==> src/rtl/core/lncd_pkg.sv <==
`timescale 1ns / 1ps

package lncd_pkg;

  // Result kinds, as seen on the output tuser
  typedef enum logic [2:0] {
    ACT_ERROR         = 3'd0,
    ACT_CALIBRATE     = 3'd1,
    ACT_TARGET        = 3'd2,
    ACT_TONE          = 3'd3,
    ACT_PRESET_HI_SET = 3'd4,
    ACT_PRESET_LO_SET = 3'd5
  } action_e;

  // Configuration register indexes
  typedef enum logic [2:0] {
    REG_MIN_LIMIT     = 3'd0,
    REG_MAX_LIMIT     = 3'd1,
    REG_CODE_CAL      = 3'd2,
    REG_CODE_POSITION = 3'd3,
    REG_CODE_PRE_HI   = 3'd4,
    REG_CODE_PRE_LO   = 3'd5,
    REG_CODE_TONE     = 3'd6
  } cfg_reg_e;

  localparam int unsigned CfgIdxW  = 3;
  localparam int unsigned CfgDataW = 16;
  localparam int unsigned ByteW    = 8;
  localparam int unsigned ErrW     = 3;
  localparam int unsigned NibW     = 4;
  localparam int unsigned CntW     = 5;
  localparam int unsigned ValueW   = 16;
  localparam int unsigned InDataW  = 16;

  localparam logic [CntW-1:0] CntMax     = 5'd31;
  localparam logic [NibW-1:0] LenNone    = 4'd0;
  localparam logic [NibW-1:0] LenWord    = 4'd2;

  // Result queue: room for both results of one byte on top of two still waiting
  localparam int unsigned FifoDepth = 4;
  localparam int unsigned FifoPtrW  = 2;
  localparam int unsigned FifoCntW  = 3;
  localparam logic [FifoCntW-1:0] FifoTakeMax = 3'd2;

  typedef struct packed {
    logic [ByteW-1:0] rx_byte;
    logic [ErrW-1:0]  rx_errors;
  } in_beat_t;

  typedef struct packed {
    action_e           action;
    logic [ValueW-1:0] value;
    logic              last;
  } result_t;

  typedef struct packed {
    logic [1:0] num;
    result_t    res0;
    result_t    res1;
  } core_res_t;

endpackage

==> src/rtl/core/length_nibble_command_deframer.sv <==
`timescale 1ns / 1ps
// Path: an accepted byte waits in the input register until the result queue has room, then
//   is decoded and queued; its results reach the master side after those queued before it.
// Throughput: one byte per cycle, back to back, while the output keeps up; a byte yields
//   0, 1 or 2 results, drained one per cycle from a four-slot queue. The held byte waits
//   while more than two results are queued, and the input stalls behind it.
// Reset: rst_ni is asynchronous, active low; clears frame state and presets, loads defaults.

module length_nibble_command_deframer (
  input  logic                          clk_i,
  input  logic                          rst_ni,
  // Byte input
  input  logic                          s_axis_tvalid,
  output logic                          s_axis_tready,
  input  logic [lncd_pkg::InDataW-1:0]  s_axis_tdata,   // [7:0] rx_byte, [10:8] rx_errors
  // Result output
  output logic                          m_axis_tvalid,
  input  logic                          m_axis_tready,
  output logic [lncd_pkg::ValueW-1:0]   m_axis_tdata,   // [15:0] value
  output logic [2:0]                    m_axis_tuser,   // [2:0] action
  output logic                          m_axis_tlast,   // last result of a byte
  // Configuration write port
  input  logic                          cfg_we_i,
  input  logic [lncd_pkg::CfgIdxW-1:0]  cfg_idx_i,
  input  logic [lncd_pkg::CfgDataW-1:0] cfg_data_i
);
  import lncd_pkg::*;

  logic      in_valid;
  logic      take;
  logic      space;
  in_beat_t  beat;
  core_res_t core_res;
  result_t   out_res;

  // Hold each byte in the input register until the result queue has room
  // for the worst case of two results; then decode it and advance.
  assign take = in_valid && space;

  lncd_in_stage u_in (
    .clk_i     (clk_i),
    .rst_ni    (rst_ni),
    .s_tvalid_i(s_axis_tvalid),
    .s_tready_o(s_axis_tready),
    .s_tdata_i (s_axis_tdata),
    .take_i    (take),
    .valid_o   (in_valid),
    .beat_o    (beat)
  );

  // Error tracking, header/payload counting and command decode
  lncd_core u_core (
    .clk_i     (clk_i),
    .rst_ni    (rst_ni),
    .cfg_we_i  (cfg_we_i),
    .cfg_idx_i (cfg_idx_i),
    .cfg_data_i(cfg_data_i),
    .take_i    (take),
    .beat_i    (beat),
    .res_o     (core_res)
  );

  // Results leave one beat at a time; an error report goes out ahead of
  // the frame result caused by the same byte.
  lncd_res_fifo u_fifo (
    .clk_i     (clk_i),
    .rst_ni    (rst_ni),
    .push_i    (core_res),
    .push_en_i (take),
    .space_o   (space),
    .m_tvalid_o(m_axis_tvalid),
    .m_tready_i(m_axis_tready),
    .m_res_o   (out_res)
  );

  assign m_axis_tdata = out_res.value;
  assign m_axis_tuser = 3'(out_res.action);
  assign m_axis_tlast = out_res.last;

endmodule

==> src/rtl/core/lncd_in_stage.sv <==
`timescale 1ns / 1ps

module lncd_in_stage (
  input  logic                      clk_i,
  input  logic                      rst_ni,
  input  logic                      s_tvalid_i,
  output logic                      s_tready_o,
  input  logic [lncd_pkg::InDataW-1:0] s_tdata_i,
  input  logic                      take_i,
  output logic                      valid_o,
  output lncd_pkg::in_beat_t        beat_o
);
  import lncd_pkg::*;

  logic     valid_q, valid_d;
  in_beat_t beat_q;

  // Refill whenever the held beat is empty or being consumed this cycle
  assign s_tready_o = !valid_q || take_i;
  assign valid_d    = (s_tvalid_i && s_tready_o) || (valid_q && !take_i);

  always_ff @(posedge clk_i or negedge rst_ni) begin
    if (!rst_ni) begin
      valid_q <= 1'b0;
    end else begin
      valid_q <= valid_d;
    end
  end

  always_ff @(posedge clk_i) begin
    if (s_tvalid_i && s_tready_o) begin
      beat_q.rx_byte   <= s_tdata_i[ByteW-1:0];
      beat_q.rx_errors <= s_tdata_i[ByteW+ErrW-1:ByteW];
    end
  end

  assign valid_o = valid_q;
  assign beat_o  = beat_q;

endmodule

==> src/rtl/core/lncd_core.sv <==
`timescale 1ns / 1ps

module lncd_core (
  input  logic                          clk_i,
  input  logic                          rst_ni,
  input  logic                          cfg_we_i,
  input  logic [lncd_pkg::CfgIdxW-1:0]  cfg_idx_i,
  input  logic [lncd_pkg::CfgDataW-1:0] cfg_data_i,
  input  logic                          take_i,
  input  lncd_pkg::in_beat_t            beat_i,
  output lncd_pkg::core_res_t           res_o
);
  import lncd_pkg::*;

  // Configuration
  logic [ValueW-1:0] min_limit_q, max_limit_q;
  logic [NibW-1:0]   code_cal_q, code_pos_q, code_phi_q, code_plo_q, code_tone_q;

  // Frame state
  logic [NibW-1:0]   exp_len_q, exp_len_d;
  logic [NibW-1:0]   cmd_q, cmd_d;
  logic [CntW-1:0]   cnt_q, cnt_d;
  logic [ByteW-1:0]  pl_q, pl_d, ph_q, ph_d;
  logic [ErrW-1:0]   rep_err_q, rep_err_d;
  logic [ValueW-1:0] pre_hi_q, pre_hi_d, pre_lo_q, pre_lo_d;

  logic              hdr, done, err_hit, f_valid;
  logic [CntW-1:0]   cnt_base;
  logic [ValueW-1:0] word, f_value;
  action_e           f_action;
  result_t           err_res, frm_res;

  always_comb begin
    hdr       = (exp_len_q == LenNone);
    exp_len_d = hdr ? beat_i.rx_byte[7:4] : exp_len_q;
    cmd_d     = hdr ? beat_i.rx_byte[3:0] : cmd_q;
    cnt_base  = hdr ? '0 : cnt_q;
    pl_d      = (cnt_base == CntW'(1)) ? beat_i.rx_byte : pl_q;
    ph_d      = (cnt_base == CntW'(2)) ? beat_i.rx_byte : ph_q;
    cnt_d     = (cnt_base < CntMax) ? cnt_base + CntW'(1) : cnt_base;
    done      = ({1'b0, cnt_d} >= ({2'b00, exp_len_d} + 6'd1));
    word      = {ph_d, pl_d};

    err_hit   = (beat_i.rx_errors != '0) && (beat_i.rx_errors != rep_err_q);
    rep_err_d = err_hit ? beat_i.rx_errors : rep_err_q;

    f_valid   = 1'b0;
    f_action  = ACT_CALIBRATE;
    f_value   = '0;
    pre_hi_d  = pre_hi_q;
    pre_lo_d  = pre_lo_q;
    if (done) begin
      priority if (cmd_d == code_cal_q && exp_len_d == LenNone) begin
        f_valid  = 1'b1;
        f_action = ACT_CALIBRATE;
      end else if (cmd_d == code_pos_q && exp_len_d == LenWord) begin
        f_valid  = (word <= max_limit_q) && (word >= min_limit_q);
        f_action = ACT_TARGET;
        f_value  = word;
      end else if (cmd_d == code_phi_q && exp_len_d == LenNone) begin
        f_valid  = 1'b1;
        f_action = ACT_TARGET;
        f_value  = pre_hi_q;
      end else if (cmd_d == code_phi_q && exp_len_d == LenWord) begin
        f_valid  = 1'b1;
        f_action = ACT_PRESET_HI_SET;
        f_value  = word;
        pre_hi_d = word;
      end else if (cmd_d == code_plo_q && exp_len_d == LenNone) begin
        f_valid  = 1'b1;
        f_action = ACT_TARGET;
        f_value  = pre_lo_q;
      end else if (cmd_d == code_plo_q && exp_len_d == LenWord) begin
        f_valid  = 1'b1;
        f_action = ACT_PRESET_LO_SET;
        f_value  = word;
        pre_lo_d = word;
      end else if (cmd_d == code_tone_q && exp_len_d == LenWord) begin
        f_valid  = 1'b1;
        f_action = ACT_TONE;
        f_value  = word;
      end else begin
        f_valid  = 1'b0;
      end
    end

    err_res.action = ACT_ERROR;
    err_res.value  = ValueW'(beat_i.rx_errors);
    err_res.last   = !f_valid;
    frm_res.action = f_action;
    frm_res.value  = f_value;
    frm_res.last   = 1'b1;

    res_o.num  = 2'({1'b0, err_hit} + {1'b0, f_valid});
    res_o.res0 = err_hit ? err_res : frm_res;
    res_o.res1 = frm_res;
  end

  always_ff @(posedge clk_i or negedge rst_ni) begin
    if (!rst_ni) begin
      min_limit_q <= '0;
      max_limit_q <= '1;
      code_cal_q  <= 4'd0;
      code_pos_q  <= 4'd1;
      code_phi_q  <= 4'd2;
      code_plo_q  <= 4'd3;
      code_tone_q <= 4'd4;
    end else if (cfg_we_i) begin
      unique case (cfg_idx_i)
        REG_MIN_LIMIT:     min_limit_q <= cfg_data_i;
        REG_MAX_LIMIT:     max_limit_q <= cfg_data_i;
        REG_CODE_CAL:      code_cal_q  <= cfg_data_i[NibW-1:0];
        REG_CODE_POSITION: code_pos_q  <= cfg_data_i[NibW-1:0];
        REG_CODE_PRE_HI:   code_phi_q  <= cfg_data_i[NibW-1:0];
        REG_CODE_PRE_LO:   code_plo_q  <= cfg_data_i[NibW-1:0];
        REG_CODE_TONE:     code_tone_q <= cfg_data_i[NibW-1:0];
        default: ;
      endcase
    end
  end

  always_ff @(posedge clk_i or negedge rst_ni) begin
    if (!rst_ni) begin
      exp_len_q <= '0;
      cmd_q     <= '0;
      cnt_q     <= '0;
      pl_q      <= '0;
      ph_q      <= '0;
      rep_err_q <= '0;
      pre_hi_q  <= '0;
      pre_lo_q  <= '0;
    end else if (take_i) begin
      // a completed frame drops back to awaiting a header
      exp_len_q <= done ? LenNone : exp_len_d;
      cmd_q     <= cmd_d;
      cnt_q     <= cnt_d;
      pl_q      <= pl_d;
      ph_q      <= ph_d;
      rep_err_q <= rep_err_d;
      pre_hi_q  <= pre_hi_d;
      pre_lo_q  <= pre_lo_d;
    end
  end

  a_err_nonzero : assert property (@(posedge clk_i) disable iff (!rst_ni)
    (res_o.num != 2'd0 && res_o.res0.action == ACT_ERROR) |-> (res_o.res0.value != '0))
    else $error("error report with empty flags");

  a_err_repeat : assert property (@(posedge clk_i) disable iff (!rst_ni)
    (take_i && res_o.num != 2'd0 && res_o.res0.action == ACT_ERROR)
      |=> (rep_err_q == $past(beat_i.rx_errors)))
    else $error("reported error combination not recorded");

endmodule

==> src/rtl/core/lncd_res_fifo.sv <==
`timescale 1ns / 1ps

module lncd_res_fifo (
  input  logic                clk_i,
  input  logic                rst_ni,
  input  lncd_pkg::core_res_t push_i,
  input  logic                push_en_i,
  output logic                space_o,
  output logic                m_tvalid_o,
  input  logic                m_tready_i,
  output lncd_pkg::result_t   m_res_o
);
  import lncd_pkg::*;

  result_t             mem_q [FifoDepth];
  logic [FifoPtrW-1:0] wr_ptr_q, rd_ptr_q, wr_ptr_nx;
  logic [FifoCntW-1:0] cnt_q, cnt_d;
  logic [1:0]          push_num;
  logic                pop;

  assign push_num   = push_en_i ? push_i.num : 2'd0;
  assign pop        = m_tvalid_o && m_tready_i;
  assign wr_ptr_nx  = wr_ptr_q + FifoPtrW'(1);
  assign space_o    = (cnt_q <= FifoTakeMax);
  assign m_tvalid_o = (cnt_q != '0);
  assign m_res_o    = mem_q[rd_ptr_q];
  assign cnt_d      = cnt_q + FifoCntW'(push_num) - FifoCntW'(pop);

  always_ff @(posedge clk_i or negedge rst_ni) begin
    if (!rst_ni) begin
      wr_ptr_q <= '0;
      rd_ptr_q <= '0;
      cnt_q    <= '0;
    end else begin
      wr_ptr_q <= wr_ptr_q + FifoPtrW'(push_num);
      rd_ptr_q <= rd_ptr_q + FifoPtrW'(pop);
      cnt_q    <= cnt_d;
    end
  end

  always_ff @(posedge clk_i) begin
    if (push_num != 2'd0) begin
      mem_q[wr_ptr_q] <= push_i.res0;
    end
    if (push_num == 2'd2) begin
      mem_q[wr_ptr_nx] <= push_i.res1;
    end
  end

  a_no_overflow : assert property (@(posedge clk_i) disable iff (!rst_ni)
    cnt_q <= FifoCntW'(FifoDepth))
    else $error("result queue overflow");

  a_push_space : assert property (@(posedge clk_i) disable iff (!rst_ni)
    (push_num != 2'd0) |-> space_o)
    else $error("push without room for two results");

  a_cnt_track : assert property (@(posedge clk_i) disable iff (!rst_ni)
    (push_num == 2'd2 && !pop) |=> (cnt_q == $past(cnt_q) + FifoCntW'(2)))
    else $error("queue count lost a double push");

endmodule

==> config.mk <==
export PLATFORM = sky130hd
export DESIGN_NAME = length_nibble_command_deframer
export DESIGN_NICKNAME = d
export VERILOG_FILES = /design/src/rtl/core/lncd_pkg.sv /design/src/rtl/core/length_nibble_command_deframer.sv /design/src/rtl/core/lncd_in_stage.sv /design/src/rtl/core/lncd_core.sv /design/src/rtl/core/lncd_res_fifo.sv
export SDC_FILE = /design/constraint.sdc
export NUM_CORES = 1
export LEC_CHECK = 0
export BUFFER_PORTS_ARGS = -buffer_cell sky130_fd_sc_hd__buf_2
export CAP_MARGIN = 20
export CORE_ASPECT_RATIO = 1.4
export CORE_MARGIN = 2
export CORE_UTILIZATION = 50
export DETAILED_ROUTE_END_ITERATION = 6
export PLACE_DENSITY = 0.67
export SKIP_CTS_REPAIR_TIMING = 1
export SKIP_LAST_GASP = 1
export SYNTH_ARGS = -nofsm -noshare
export SYNTH_HDL_FRONTEND = slang
export SYNTH_HIERARCHICAL = 1
export SYNTH_SLANG_ARGS = --single-unit
==> constraint.sdc <==
create_clock -name clk_i -period 11.9 [get_ports clk_i]
set_input_delay 0 -clock clk_i [delete_from_list [all_inputs] [get_ports clk_i]]
set_output_delay 0 -clock clk_i [all_outputs]
set_load 0.01 [all_outputs]
==> results.md <==
- Post-DP HPWL: 19.2 mm
- Register area share after synthesis: 0.475
- H-tree levels: 1
- Power per Cell Area: 237 nW/um^2
- Total GRT Usage: 0.222
- Max-cap check violation count: 0
- Initial antenna violation count: 0
- Final setup violation count: 0
- Critical path capture point type: flip-flop
- Hold depth: 4
- Area leader, netlist: edfxtp_1
- Vias: 8499
- Critical path arrival: 6.89 ns
- Placed insts: 1394
- Starting Density: 0.504
- Cell Area, Synth: 12300 sq um
- Primary FF master, synth: dfrtp_1
- CP startpoint kind: flip-flop
- Worst Skew: 0.0221 ns
- Post-Synthesis Cells: 1064
- Maximum VDD drop: 108 uV
- # fillers: 2086
- CTS Buf Count: 21
- Ys async rst share: 0.577
- Max Fclk: 148 MHz
- Slew margin rel.: 0.267
- Grt ovf: 0
- Final hold slack: -0.0236 ns
- Critical Path Fanout Max: 20
- Met2 Usage GRT: 0.405
- Syn Nets: 1150
- Clock slew at reported path FFs: 0.06 ns
- Area growth syn-to-layout: 12.7%
- TritonCTS clock tree: done
- Port Buffers: 56
- R2R Path Start: u_core/exp_len_q[0]
- Syn. warnings: 6
- Hold Crit Class: input pin to flip-flop
- Final Hold Fails: 1
- Die Footprint: 26000 sq um
- Grt met1 use: 0.276
- CTS Root Cell: clkbuf_16
- Clock Sinks: 215
- # DRC: 0
- Max Buffers Root-to-Sink: 3
- Row count: 68
- Vias/cell: 5.81
- Final GP Congestion: 0.829
- Fin Setup TNS: 0 ns
- Final min period: 6.78 ns
- Worst r2r dst: u_fifo/mem_q[0][13]
- Most frequent cells after synthesis: mux2_2, dfrtp_1, edfxtp_1, inv_1, nor2_1
- I/O pins: 62
- Period utilization: 0.569
- Lkg Pwr: 5.87 nW
- Number of synthesized flops with an enable pin: 91
- Detailed Routing Iterations Pass 1: 5
- R2R setup slack: 5.12 ns
- Failing checks: negative hold slack
- Largest net degree at the start of global routing: 68
- Post-route ant nets: 0
- Setup repair after global routing missed its margin: no
- Met3 Usage GRT: 0.0237
- Yosys reg bits: 215
- Share of the synthesized area in the top cell type: 0.221
- Share of cells above drive strength 1: 0.257
- Most common cell in the netlist: mux2_2
- Number of library cell types mapped by synthesis: 75
- Outcome: complete, but fails checks
- Clk_lat worst skew: 0.51 ns
- Routed length per instance: 19.5 um
- Max Transition Viols Final: 0
- Chip Height: 190 um
- Vias in the first global route: 8502
- Routed WL: 28.5 mm
- Worst-Margin Slew: 1.10 ns
- R2r worst-path depth: 16
- N_diodes: 0
- WP data required: 12.01 ns
- Top post-synthesis cells by area: edfxtp_1, dfrtp_1, mux2_2, ha_1, dfstp_2
- Initial drt markers: 500
- Fin cells: 1462
- GR peak layer: met2
- Syn_area_per_cell: 11.6 sq um
- Core box area: 24500 sq um
- Crit Path Class: flip-flop to flip-flop
- WHS Endpoint: u_core/code_phi_q[3]
- Worst hold start: cfg_idx_i[0]
- DIE WIDTH: 137 um
- Post-layout net count: 1219
- First-pass GRT wire length: 45.2 mm
## power breakdown
part           switching [mW]  leakage [nW]  internal (mW)  total, mW
Clock                   0.283         0.337          0.385      0.668
Combinational           0.883          3.20          0.607       1.49
Sequential              0.146          2.34          0.999       1.14
## final cells by class
cell class / instances / area (sq um) / share of cell area
flip-flops and latches: 215 / 5860 / 0.421
repair buffers: 106 / 753 / 0.0541
clock inverters: 11 / 83.8 / 0.00602
inverters: 80 / 300 / 0.0216
clock buffers: 26 / 608 / 0.0437
multi-input cells: 709 / 5920 / 0.425
well taps: 315 / 394 / 0.0283
## stage by stage
stage          area [sq um]  power (mW)  setup slack [ns]   util  hold WS, ns
3_3_place_gp          12900        2.59              4.99  0.527       0.0978
6_report              13900        3.30              5.12  0.568      -0.0236
3_5_place_dp          12900        2.63              4.99  0.527        0.109
2_1_floorplan         12300        2.20              6.29      -       -0.296
4_1_cts               13600        3.31              4.97  0.555       -0.436
5_1_grt               13900        3.54              4.55  0.568      0.00231
## logic make-up after synthesis
kind of cell	Yosys count	share of synthesized area
adder cells (fa/ha/maj)	46	0.0472
AO/OA/AOI/OAI	232	0.135
flip-flops	215	0.475
AND/OR/NAND/NOR	225	0.0928
XOR/XNOR	35	0.0248
multiplexers	170	0.177
buffers and inverters	140	0.0482
other	1	0.000304
## state kept, by name, indices dropped and copies added (netlist names)
register	count
u_fifo/mem_q	80
u_core/max_limit_q	16
u_core/min_limit_q	16
u_core/pre_hi_q	16
u_core/pre_lo_q	16
u_in/beat_o	11
u_core/ph_q	8
u_core/pl_q	8
u_core/cnt_q	5
u_core/cmd_q	4
u_core/code_cal_q	4
u_core/code_phi_q	4
u_core/code_plo_q	4
u_core/code_pos_q	4
u_core/code_tone_q	4
u_core/exp_len_q	4
u_core/rep_err_q	3
u_fifo/cnt_q	3
u_fifo/rd_ptr_q	2
u_fifo/wr_ptr_q	2
u_in/valid_o	1
## metal layers
| metal | part of all wire | vias to the layer above |
|---|---|---|
| met5 | 0 | - |
| met4 | 0.025 | 0 |
| met3 | 0.037 | 38 |
| met2 | 0.53 | 169 |
| met1 | 0.41 | 4209 |
| li1 | - | 4083 |
## how the worst max path moves through the flow
stage | startpoint | endpoint | slack [ns] | cells after the start
2_1_floorplan | u_core/exp_len_q[0] | u_fifo/mem_q[1][0] | 6.29 | 18
3_3_place_gp | u_core/exp_len_q[0] | u_fifo/mem_q[2][15] | 4.99 | 16
3_5_place_dp | u_core/exp_len_q[0] | u_fifo/mem_q[2][14] | 4.99 | 16
4_1_cts | u_core/exp_len_q[0] | u_fifo/mem_q[2][2] | 4.97 | 16
5_1_grt | u_core/exp_len_q[2] | u_fifo/mem_q[0][17] | 4.55 | 15
6_report | u_core/exp_len_q[0] | u_fifo/mem_q[0][13] | 5.12 | 16
## critical path, stage by stage (launching register included)
cell and delay, ns:
dfrtp_1 0.45, or4_1 0.94, nand4b_1 0.72, nor2_1 0.10
a21oi_1 0.50, inv_1 0.25, ha_1 0.35, a21oi_1 0.13
nor2_1 0.06, a2111oi_0 0.32, o31ai_1 0.14, o21ba_2 0.24
o32ai_1 0.14, a311oi_1 0.52, ha_1 0.39, nor3b_1 0.24
o21a_1 0.89
## cell usage in the layout (no fill, tap or decap), drive strengths merged, types with 26 or more instances in the layout
master	synthesis	layout
clkbuf	33	26
nor2	78	78
edfxtp	91	91
inv	80	81
nand2	59	59
mux2i	26	26
dlygate4sd3	0	30
mux2	124	124
ha	45	45
dfrtp	103	103
buf	27	76
a21oi	58	58
o21ai	47	47
(Power assumes the default switching activity.)
